===== config.mk =====
export PLATFORM = sky130hd
export DESIGN_NAME = block_transfer_address_sequencer_unit
export DESIGN_NICKNAME = d
export VERILOG_FILES = /design/src/hdl/btas_pkg.sv /design/src/hdl/btas_sequencer.sv /design/src/hdl/btas_datapath.sv /design/src/hdl/block_transfer_address_sequencer_unit.sv
export SDC_FILE = /design/constraint.sdc
export NUM_CORES = 1
export LEC_CHECK = 0
export BUFFER_PORTS_ARGS = -buffer_cell sky130_fd_sc_hd__buf_2
export CAP_MARGIN = 5
export CORE_MARGIN = 2
export CORE_UTILIZATION = 50
export DETAILED_ROUTE_END_ITERATION = 7
export PLACE_DENSITY = 0.71
export SETUP_SLACK_MARGIN = 0.3
export SYNTH_ARGS = -nofsm -noshare
export SYNTH_HDL_FRONTEND = slang
export SYNTH_SLANG_ARGS = --single-unit

===== constraint.sdc =====
create_clock -name i_clk -period 3.9 [get_ports i_clk]
set_input_delay 0.39 -clock i_clk [delete_from_list [all_inputs] [get_ports i_clk]]
set_output_delay 0.39 -clock i_clk [all_outputs]
set_load 0.01 [all_outputs]

===== src/hdl/btas_pkg.sv =====
// ============================================================================
// btas_pkg: shared types, microcode and helper functions
// Holds the control word format, the microprogram ROM and the bit helpers
// used by the load/store-multiple address sequencer.
// ============================================================================
package btas_pkg;

    // Fixed field widths
    localparam int LIST_W = 16;
    localparam int ADDR_W = 32;
    localparam int REG_W  = 4;
    localparam int CNT_W  = 5;

    // Default parameter values
    localparam int REG_COUNT_DEF  = 16;
    localparam int WORD_BYTES_DEF = 4;

    // Microprogram geometry
    localparam int UCODE_DEPTH = 4;
    localparam int PC_W        = 2;

    // Step addresses
    localparam logic [PC_W-1:0] PC_SPAN = 2'd0;
    localparam logic [PC_W-1:0] PC_INIT = 2'd1;
    localparam logic [PC_W-1:0] PC_XFER = 2'd2;
    localparam logic [PC_W-1:0] PC_WB   = 2'd3;

    // Datapath operations
    typedef enum logic [1:0] {
        UOP_SPAN = 2'd0,
        UOP_INIT = 2'd1,
        UOP_XFER = 2'd2,
        UOP_WB   = 2'd3
    } t_uop;

    // Jump conditions
    typedef enum logic [1:0] {
        COND_NONE  = 2'd0,
        COND_EMPTY = 2'd1,
        COND_MORE  = 2'd2
    } t_cond;

    typedef struct packed {
        t_uop             uop;
        t_cond            cond;
        logic [PC_W-1:0]  target;
        logic             done;
    } t_uword;

    // Sequencer to datapath
    typedef struct packed {
        logic en;
        t_uop uop;
    } t_ctrl;

    // Datapath to sequencer
    typedef struct packed {
        logic empty;
        logic more;
    } t_status;

    // Microprogram ROM
    function automatic t_uword ucode_word(input logic [PC_W-1:0] pc);
        t_uword w;
        unique case (pc)
            PC_SPAN: w = '{uop: UOP_SPAN, cond: COND_NONE,  target: PC_INIT, done: 1'b0};
            PC_INIT: w = '{uop: UOP_INIT, cond: COND_EMPTY, target: PC_WB,   done: 1'b0};
            PC_XFER: w = '{uop: UOP_XFER, cond: COND_MORE,  target: PC_XFER, done: 1'b0};
            PC_WB:   w = '{uop: UOP_WB,   cond: COND_NONE,  target: PC_SPAN, done: 1'b1};
        endcase
        return w;
    endfunction

    // Count set bits of a register list
    function automatic logic [CNT_W-1:0] pop_count(input logic [LIST_W-1:0] v);
        logic [CNT_W-1:0] c;
        c = '0;
        for (int i = 0; i < LIST_W; i++) begin
            c = c + CNT_W'(v[i]);
        end
        return c;
    endfunction

    // Index of lowest set bit
    function automatic logic [REG_W-1:0] lowest_set(input logic [LIST_W-1:0] v);
        logic [REG_W-1:0] idx;
        idx = '0;
        for (int i = LIST_W - 1; i >= 0; i--) begin
            if (v[i]) begin
                idx = REG_W'(i);
            end
        end
        return idx;
    endfunction

endpackage


===== src/hdl/btas_sequencer.sv =====
// ============================================================================
// btas_sequencer: microprogram step counter
// Walks the control ROM one step per cycle, taking conditional jumps on
// datapath status, and raises busy for the length of one request.
// ============================================================================
module btas_sequencer (
    input  logic              i_clk,
    input  logic              i_rst_n,
    input  logic              i_accept,
    input  btas_pkg::t_status i_status,
    output btas_pkg::t_ctrl   o_ctrl,
    output logic              o_busy
);

    logic [btas_pkg::PC_W-1:0] r_pc;
    logic [btas_pkg::PC_W-1:0] n_pc;
    logic                      r_busy;
    logic                      n_busy;
    btas_pkg::t_uword          word;
    logic                      jump;

    // Fetch the control word and pick the next step
    always_comb begin
        word = btas_pkg::ucode_word(r_pc);
        unique case (word.cond)
            btas_pkg::COND_EMPTY: jump = i_status.empty;
            btas_pkg::COND_MORE:  jump = i_status.more;
            default:              jump = 1'b0;
        endcase

        n_pc   = r_pc;
        n_busy = r_busy;
        if (!r_busy) begin
            n_pc = btas_pkg::PC_SPAN;
            if (i_accept) begin
                n_busy = 1'b1;
            end
        end else if (word.done) begin
            n_busy = 1'b0;
            n_pc   = btas_pkg::PC_SPAN;
        end else if (jump) begin
            n_pc = word.target;
        end else begin
            n_pc = r_pc + 1'b1;
        end

        o_ctrl.en  = r_busy;
        o_ctrl.uop = word.uop;
    end

    // Hold step counter and busy
    always_ff @(posedge i_clk) begin
        if (!i_rst_n) begin
            r_pc   <= btas_pkg::PC_SPAN;
            r_busy <= 1'b0;
        end else begin
            r_pc   <= n_pc;
            r_busy <= n_busy;
        end
    end

    assign o_busy = r_busy;

    a_start_at_entry: assert property (@(posedge i_clk) disable iff (!i_rst_n)
        i_accept |=> r_busy && r_pc == btas_pkg::PC_SPAN)
        else $error("sequencer did not enter the program at its first step");

    a_xfer_has_work: assert property (@(posedge i_clk) disable iff (!i_rst_n)
        r_busy && r_pc == btas_pkg::PC_XFER |-> !i_status.empty)
        else $error("transfer step entered with an empty list");

endmodule


===== src/hdl/btas_datapath.sv =====
// ============================================================================
// btas_datapath: request registers, address adders and result register
// Latches one request, computes span and start address, and emits one
// transfer beat per set list bit plus an optional writeback beat.
// ============================================================================
module btas_datapath #(
    parameter int REG_COUNT  = btas_pkg::REG_COUNT_DEF,
    parameter int WORD_BYTES = btas_pkg::WORD_BYTES_DEF
) (
    input  logic                         i_clk,
    input  logic                         i_rst_n,
    input  logic                         i_accept,
    input  logic [btas_pkg::LIST_W-1:0]  i_register_list,
    input  logic [btas_pkg::ADDR_W-1:0]  i_base_value,
    input  logic [btas_pkg::REG_W-1:0]   i_base_register,
    input  logic                         i_pre_index,
    input  logic                         i_ascending,
    input  logic                         i_user_request,
    input  logic                         i_write_back,
    input  logic                         i_is_load,
    input  btas_pkg::t_ctrl              i_ctrl,
    output btas_pkg::t_status            o_status,
    output logic                         o_valid,
    output logic                         o_kind,
    output logic [btas_pkg::REG_W-1:0]   o_register_index,
    output logic [btas_pkg::ADDR_W-1:0]  o_address,
    output logic                         o_load,
    output logic                         o_use_user_bank,
    output logic                         o_mode_flag,
    output logic                         o_last
);

    localparam int SPAN_W = $clog2(REG_COUNT * WORD_BYTES + 1);
    localparam logic [btas_pkg::LIST_W-1:0] LIST_MASK =
        btas_pkg::LIST_W'((64'd1 << REG_COUNT) - 64'd1);
    localparam logic [btas_pkg::ADDR_W-1:0] STEP = btas_pkg::ADDR_W'(WORD_BYTES);

    // Request registers
    logic [btas_pkg::LIST_W-1:0] r_list;
    logic [btas_pkg::ADDR_W-1:0] r_base;
    logic [btas_pkg::REG_W-1:0]  r_base_reg;
    logic                        r_step_first;
    logic                        r_up;
    logic                        r_user_bank;
    logic                        r_mode;
    logic                        r_wb;
    logic                        r_ld;
    logic [SPAN_W-1:0]           r_span;
    logic [btas_pkg::ADDR_W-1:0] r_addr;
    logic [btas_pkg::ADDR_W-1:0] r_new_base;

    logic [btas_pkg::LIST_W-1:0] rest;
    logic [btas_pkg::ADDR_W-1:0] span_ext;

    // Remaining list after the current transfer
    always_comb begin
        rest            = r_list & (r_list - 1'b1);
        o_status.empty  = (r_list == '0);
        o_status.more   = |rest;
        span_ext        = btas_pkg::ADDR_W'(r_span);
    end

    // Latch request and run the current micro-op
    always_ff @(posedge i_clk) begin
        if (i_accept) begin
            r_list       <= i_register_list & LIST_MASK;
            r_base       <= i_base_value;
            r_base_reg   <= i_base_register;
            r_step_first <= (i_pre_index == i_ascending);
            r_up         <= i_ascending;
            r_user_bank  <= i_user_request & ~i_register_list[btas_pkg::LIST_W-1];
            r_mode       <= i_user_request & i_is_load;
            r_wb         <= i_write_back;
            r_ld         <= i_is_load;
        end else if (i_ctrl.en) begin
            unique case (i_ctrl.uop)
                btas_pkg::UOP_SPAN: begin
                    r_span <= SPAN_W'(btas_pkg::pop_count(r_list)) * SPAN_W'(WORD_BYTES);
                end
                btas_pkg::UOP_INIT: begin
                    if (r_up) begin
                        r_addr     <= r_base;
                        r_new_base <= r_base + span_ext;
                    end else begin
                        r_addr     <= r_base - span_ext;
                        r_new_base <= r_base - span_ext;
                    end
                end
                btas_pkg::UOP_XFER: begin
                    r_list <= rest;
                    r_addr <= r_addr + STEP;
                end
                default: begin
                end
            endcase
        end
    end

    // Drive the result beat
    always_ff @(posedge i_clk) begin
        if (!i_rst_n) begin
            o_valid <= 1'b0;
        end else begin
            o_valid <= i_ctrl.en &&
                       (i_ctrl.uop == btas_pkg::UOP_XFER ||
                        (i_ctrl.uop == btas_pkg::UOP_WB && r_wb));
        end
    end

    always_ff @(posedge i_clk) begin
        if (i_ctrl.uop == btas_pkg::UOP_XFER) begin
            o_kind           <= 1'b0;
            o_register_index <= btas_pkg::lowest_set(r_list);
            o_address        <= r_step_first ? r_addr + STEP : r_addr;
            o_load           <= r_ld;
            o_use_user_bank  <= r_user_bank;
            o_mode_flag      <= r_mode;
            o_last           <= ~(|rest) & ~r_wb;
        end else begin
            o_kind           <= 1'b1;
            o_register_index <= r_base_reg;
            o_address        <= r_new_base;
            o_load           <= 1'b0;
            o_use_user_bank  <= 1'b0;
            o_mode_flag      <= 1'b0;
            o_last           <= 1'b1;
        end
    end

    a_wb_is_last: assert property (@(posedge i_clk) disable iff (!i_rst_n)
        o_valid && o_kind |-> o_last)
        else $error("writeback beat not marked last");

    a_wb_only_when_asked: assert property (@(posedge i_clk) disable iff (!i_rst_n)
        o_valid && o_kind |-> $past(r_wb))
        else $error("writeback beat without writeback request");

endmodule


===== src/hdl/block_transfer_address_sequencer_unit.sv =====
// ============================================================================
// block_transfer_address_sequencer_unit: load/store-multiple address sequencer
// Top level joining the microcoded sequencer and its datapath.
// ============================================================================
// A request is taken when start is high and busy is low. The first beat
// comes after the span, start-address and first transfer steps, then one
// transfer beat per cycle, lowest register first, followed directly by the
// writeback beat if asked. Busy stays high while the four-step microprogram
// runs; its transfer step runs once per listed register, and no new request
// is taken until the last one is through. Beats are strobed by o_valid for
// one cycle each and cannot be held off: the receiver must take every beat
// as it comes. o_last marks the final beat of a request; a request with an
// empty list and no writeback yields no beat at all.
module block_transfer_address_sequencer_unit #(
    parameter int REG_COUNT  = btas_pkg::REG_COUNT_DEF,
    parameter int WORD_BYTES = btas_pkg::WORD_BYTES_DEF
) (
    input  logic                         i_clk,
    input  logic                         i_rst_n,
    input  logic                         start,
    output logic                         busy,
    input  logic [btas_pkg::LIST_W-1:0]  i_register_list,
    input  logic [btas_pkg::ADDR_W-1:0]  i_base_value,
    input  logic [btas_pkg::REG_W-1:0]   i_base_register,
    input  logic                         i_pre_index,
    input  logic                         i_ascending,
    input  logic                         i_user_request,
    input  logic                         i_write_back,
    input  logic                         i_is_load,
    output logic                         o_valid,
    output logic                         o_kind,
    output logic [btas_pkg::REG_W-1:0]   o_register_index,
    output logic [btas_pkg::ADDR_W-1:0]  o_address,
    output logic                         o_load,
    output logic                         o_use_user_bank,
    output logic                         o_mode_flag,
    output logic                         o_last
);

    logic              accept;
    btas_pkg::t_ctrl   ctrl;
    btas_pkg::t_status status;

    // Take a request beat when idle
    assign accept = start & ~busy;

    btas_sequencer u_seq (
        .i_clk    (i_clk),
        .i_rst_n  (i_rst_n),
        .i_accept (accept),
        .i_status (status),
        .o_ctrl   (ctrl),
        .o_busy   (busy)
    );

    btas_datapath #(
        .REG_COUNT  (REG_COUNT),
        .WORD_BYTES (WORD_BYTES)
    ) u_dp (
        .i_clk            (i_clk),
        .i_rst_n          (i_rst_n),
        .i_accept         (accept),
        .i_register_list  (i_register_list),
        .i_base_value     (i_base_value),
        .i_base_register  (i_base_register),
        .i_pre_index      (i_pre_index),
        .i_ascending      (i_ascending),
        .i_user_request   (i_user_request),
        .i_write_back     (i_write_back),
        .i_is_load        (i_is_load),
        .i_ctrl           (ctrl),
        .o_status         (status),
        .o_valid          (o_valid),
        .o_kind           (o_kind),
        .o_register_index (o_register_index),
        .o_address        (o_address),
        .o_load           (o_load),
        .o_use_user_bank  (o_use_user_bank),
        .o_mode_flag      (o_mode_flag),
        .o_last           (o_last)
    );

    a_gap_after_last: assert property (@(posedge i_clk) disable iff (!i_rst_n)
        o_valid && o_last |=> !o_valid)
        else $error("beat right after the last beat of a request");

    a_no_beat_right_after_accept: assert property (@(posedge i_clk) disable iff (!i_rst_n)
        accept |=> !o_valid)
        else $error("beat in the cycle after a request was taken");

endmodule

==> run_results.csv <==
group,metric,value,unit
routing,ant_nets,0,
timing,rsz0062_at_grt,"true",
power,power.leakage,4.00,nW
logic_synthesis,yosysTopAreaCell,"edfxtp_1",
power,power_density,444,mW/mm^2
global_routing,grt_max_degree,99,
logic_synthesis,synth_fp_nets,944,
die,start_util,51.0,%
timing,fin_crit_sh,97.9,%
timing,period_needed,3.82,ns
worst_setup_path,start_kind,"flip-flop",
timing,setup_viol,0,
die,dieArea,0.0195,sq mm
die,core,0.0180,sq mm
logic_synthesis,synth_area_leaders,"edfxtp_1 (41%), dfxtp_1 (9.8%), xnor2_1 (5.6%)",
global_routing,grt_pass1_vias,6215,
place,port_buffers,102,
worst_setup_path,cp_data_required_time,4.10,ns
logic_synthesis,syn_area,0.00920,sq mm
logic_synthesis,synth_edf_count,127,
global_routing,grt_antenna_before_repair,4,
logic_synthesis,synth_cell_types,69,
clocking,cts_tree,"built",
die,pin_count,103,
clocking,cts.clk_slew.worst_paths,0.07,ns
logic_synthesis,yosys_most_used_dff,"edfxtp_1",
layout,drive_gt1_share,19.4,%
routing,wl,19.1,mm
timing,drv_slew,0,
routing,drtPass1Iterations,5,
place,place_congestion,0.876,
logic_synthesis,syn_avg_cell_area,10.9,sq um
timing,max_freq,262,MHz
global_routing,grt.overflow.total,0,
layout,final_core_util,58.5,%
timing,relSlewSlack,35.1,%
routing,drt_first_iter_violations,569,
logic_synthesis,synth_warnings,0,
routing,drc_errors,0,
worst_setup_path,startpoint,"u_dp.r_list[0]$_SDFFCE_PN0P_",
logic_synthesis,yosysSeqAreaShare,51.3,%
clocking,cts_htree_levels,4,
worst_setup_path,cp-end-kind,"flip-flop",
clocking,root_buffer,"clkbuf_16",
clocking,insertion_delay,0.44,ns
global_routing,grt_pass1_wl,30.8,mm
clocking,numCtsBuffers,17,
timing,tightestPinTransition,0.974,ns
die,fp-row-count,49,
clocking,clock-sinks,172,
layout,final_cell_mix,"edfxtp_1 (127), buf_2 (102), nand2_1 (69), xnor2_1 (59), nor2_1 (55)",
routing,routedWlPerCell,16.1,um
worst_setup_path,r2r-start,"u_dp.r_list[0]$_SDFFCE_PN0P_",
logic_synthesis,synthArstFlopShare,0,%
routing,num_vias,6423,
timing,fin_worst_hold_slack,0.115,ns
global_routing,gr-usage-all-layers,20.1,%
die,die_height,140,um
logic_synthesis,syn_inst,847,
worst_setup_path,ff2ff_setup_slack,0.08,ns
worst_hold_path,min-delay-start,"i_base_register[1]",
layout,final_common_cell,"edfxtp_1",
timing,hold_viol,0,
logic_synthesis,synth_top_area_share,41.5,%
worst_setup_path,crit_arrival,4.02,ns
layout,finalNetCount,1034,
logic_synthesis,ys_ff_latch,172,
clocking,cts_buffer_depth,2,
place,dp_hpwl,13.6,mm
worst_setup_path,worstReg2RegEnd,"u_dp.r_span[6]$_DFFE_PP_",
worst_hold_path,hold-path-endpoint,"u_dp.r_base_reg[1]$_DFFE_PP_",
outcome,status,"completed",
power,vdd_drop_max,302,uV
worst_setup_path,ff2ff_path_depth,12,
timing,clock_skew,0.0130,ns
layout,synthToLayoutAreaGrowth,14.6,%
worst_setup_path,critical_path_class,"reg2reg",
job,maxCapViolations,0,
routing,via_per_inst,5.43,
layout,largest_reg_flops,36,
worst_hold_path,hp-class,"in2reg",
worst_setup_path,crit_fanout,2,
worst_hold_path,worst_hold_path.num_cells,1,
clocking,ctsHoldBuffers,0,
die,die_w,140,um
-- where the power goes --
part	total (mW)	leakage, nW	switching [mW]	internal, mW
clock network	1.64	0.286	0.790	0.851
logic	0.830	2.16	0.460	0.371
registers	2.21	1.56	0.0963	2.12
total	4.69	4.00	1.35	3.34
-- stage by stage --
| stage | area, sq um | setup slack (ns) | power (mW) | std cells | TNS, ns |
|---|---|---|---|---|---|
| after detailed placement | 9920 | 0.0553 | 3.07 | 1144 | 0 |
| after CTS | 10500 | 0.0844 | 4.72 | 1178 | 0 |
| after global placement | 9920 | 0.114 | 3.03 | 1144 | 0 |
| final | 10500 | 0.0830 | 4.69 | 1182 | 0 |
| after global routing | 10500 | -0.0503 | 4.91 | 1180 | -0.0826 |
| after floorplan | 9210 | 0.0985 | 2.85 | 847 | 0 |
-- worst max path at each step --
stage | end | slack, ns | cells past startpoint
final | u_dp.r_span[6]$_DFFE_PP_ | 0.08 | 12
after global routing | u_dp.r_span[6]$_DFFE_PP_ | -0.05 | 12
after CTS | u_dp.r_span[6]$_DFFE_PP_ | 0.08 | 12
after detailed placement | u_dp.r_span[6]$_DFFE_PP_ | 0.06 | 12
after global placement | u_dp.r_span[6]$_DFFE_PP_ | 0.11 | 12
after floorplan | u_dp.r_span[6]$_DFFE_PP_ | 0.1 | 12
-- Yosys cell counts (3+ instances only) --
cell      number
nand2b_1       4
and4_1         6
fa_1          12
or3_1          6
a41oi_1        5
nand3_1       31
o31ai_1        5
nor2_1        55
ha_1          25
clkbuf_1      33
and3_1        19
xnor2_1       59
nand4_1       15
nor2b_1        9
nor4_4         3
a31oi_1        8
a211oi_1       4
a21o_1         5
buf_2          9
or2_2          3
nor4_1         4
mux2_2         4
o21ai_1        3
nor3_1        18
a21boi_0       3
mux2i_1       17
nand2_1       69
and2_1        14
inv_1         39
o21ai_0       35
dfxtp_1       45
xor2_1        54
a21oi_1       50
edfxtp_1     127
buf_1          4
nand3b_1       3
-- final cells by class --
type                    count  area (sq um)
fillers                  1567          7480
repair buffers            120           646
well taps                 229           287
clock inverters            15           145
inverters                  39           146
multi-input cells         587          4170
flip-flops and latches    172          4710
clock buffers              17           425
diodes                      3          7.51
-- worst max-delay path, stage by stage, from the launching register on --
cell      delay, ns
edfxtp_1       0.42
inv_2          0.09
ha_4           0.20
inv_2          0.06
fa_1           0.42
fa_1           0.51
fa_1           0.43
fa_1           0.49
inv_1          0.05
fa_2           0.35
fa_2           0.37
a21oi_2        0.14
nor2b_1        0.05
-- cell families (layout without fill, tap and decap cells) --
logic type | after synthesis | after routing | synth area share (%)
AO/OA/AOI/OAI | 140 | 140 | 9.58
XOR/XNOR | 113 | 113 | 10.8
adder cells (fa/ha/maj) | 37 | 37 | 6.01
buffers and inverters | 88 | 191 | 3.82
flip-flops | 172 | 172 | 51.3
multiplexers | 21 | 21 | 2.34
other | 0 | 3 | 0
AND/OR/NAND/NOR | 276 | 276 | 16.2
-- repair_timing --
item / 4_1_cts / 5_1_grt
buffers inserted: 2 / 1
endpoints found under the setup margin: 4 / 4
gates resized for setup: 5 / 0
endpoints found under the hold margin: 0 / 0
-- per-layer routing --
metal / share of wire [%] / track usage, % / wire (um)
met1: 44 / 26.7 / 8460
met2: 46 / 31.4 / 8820
met3: 7.6 / 6.16 / 1460
met4: 1.7 / 7.16 / 331
met5: 0.037 / 0 / 7
Power figures use the tool's default switching activity.
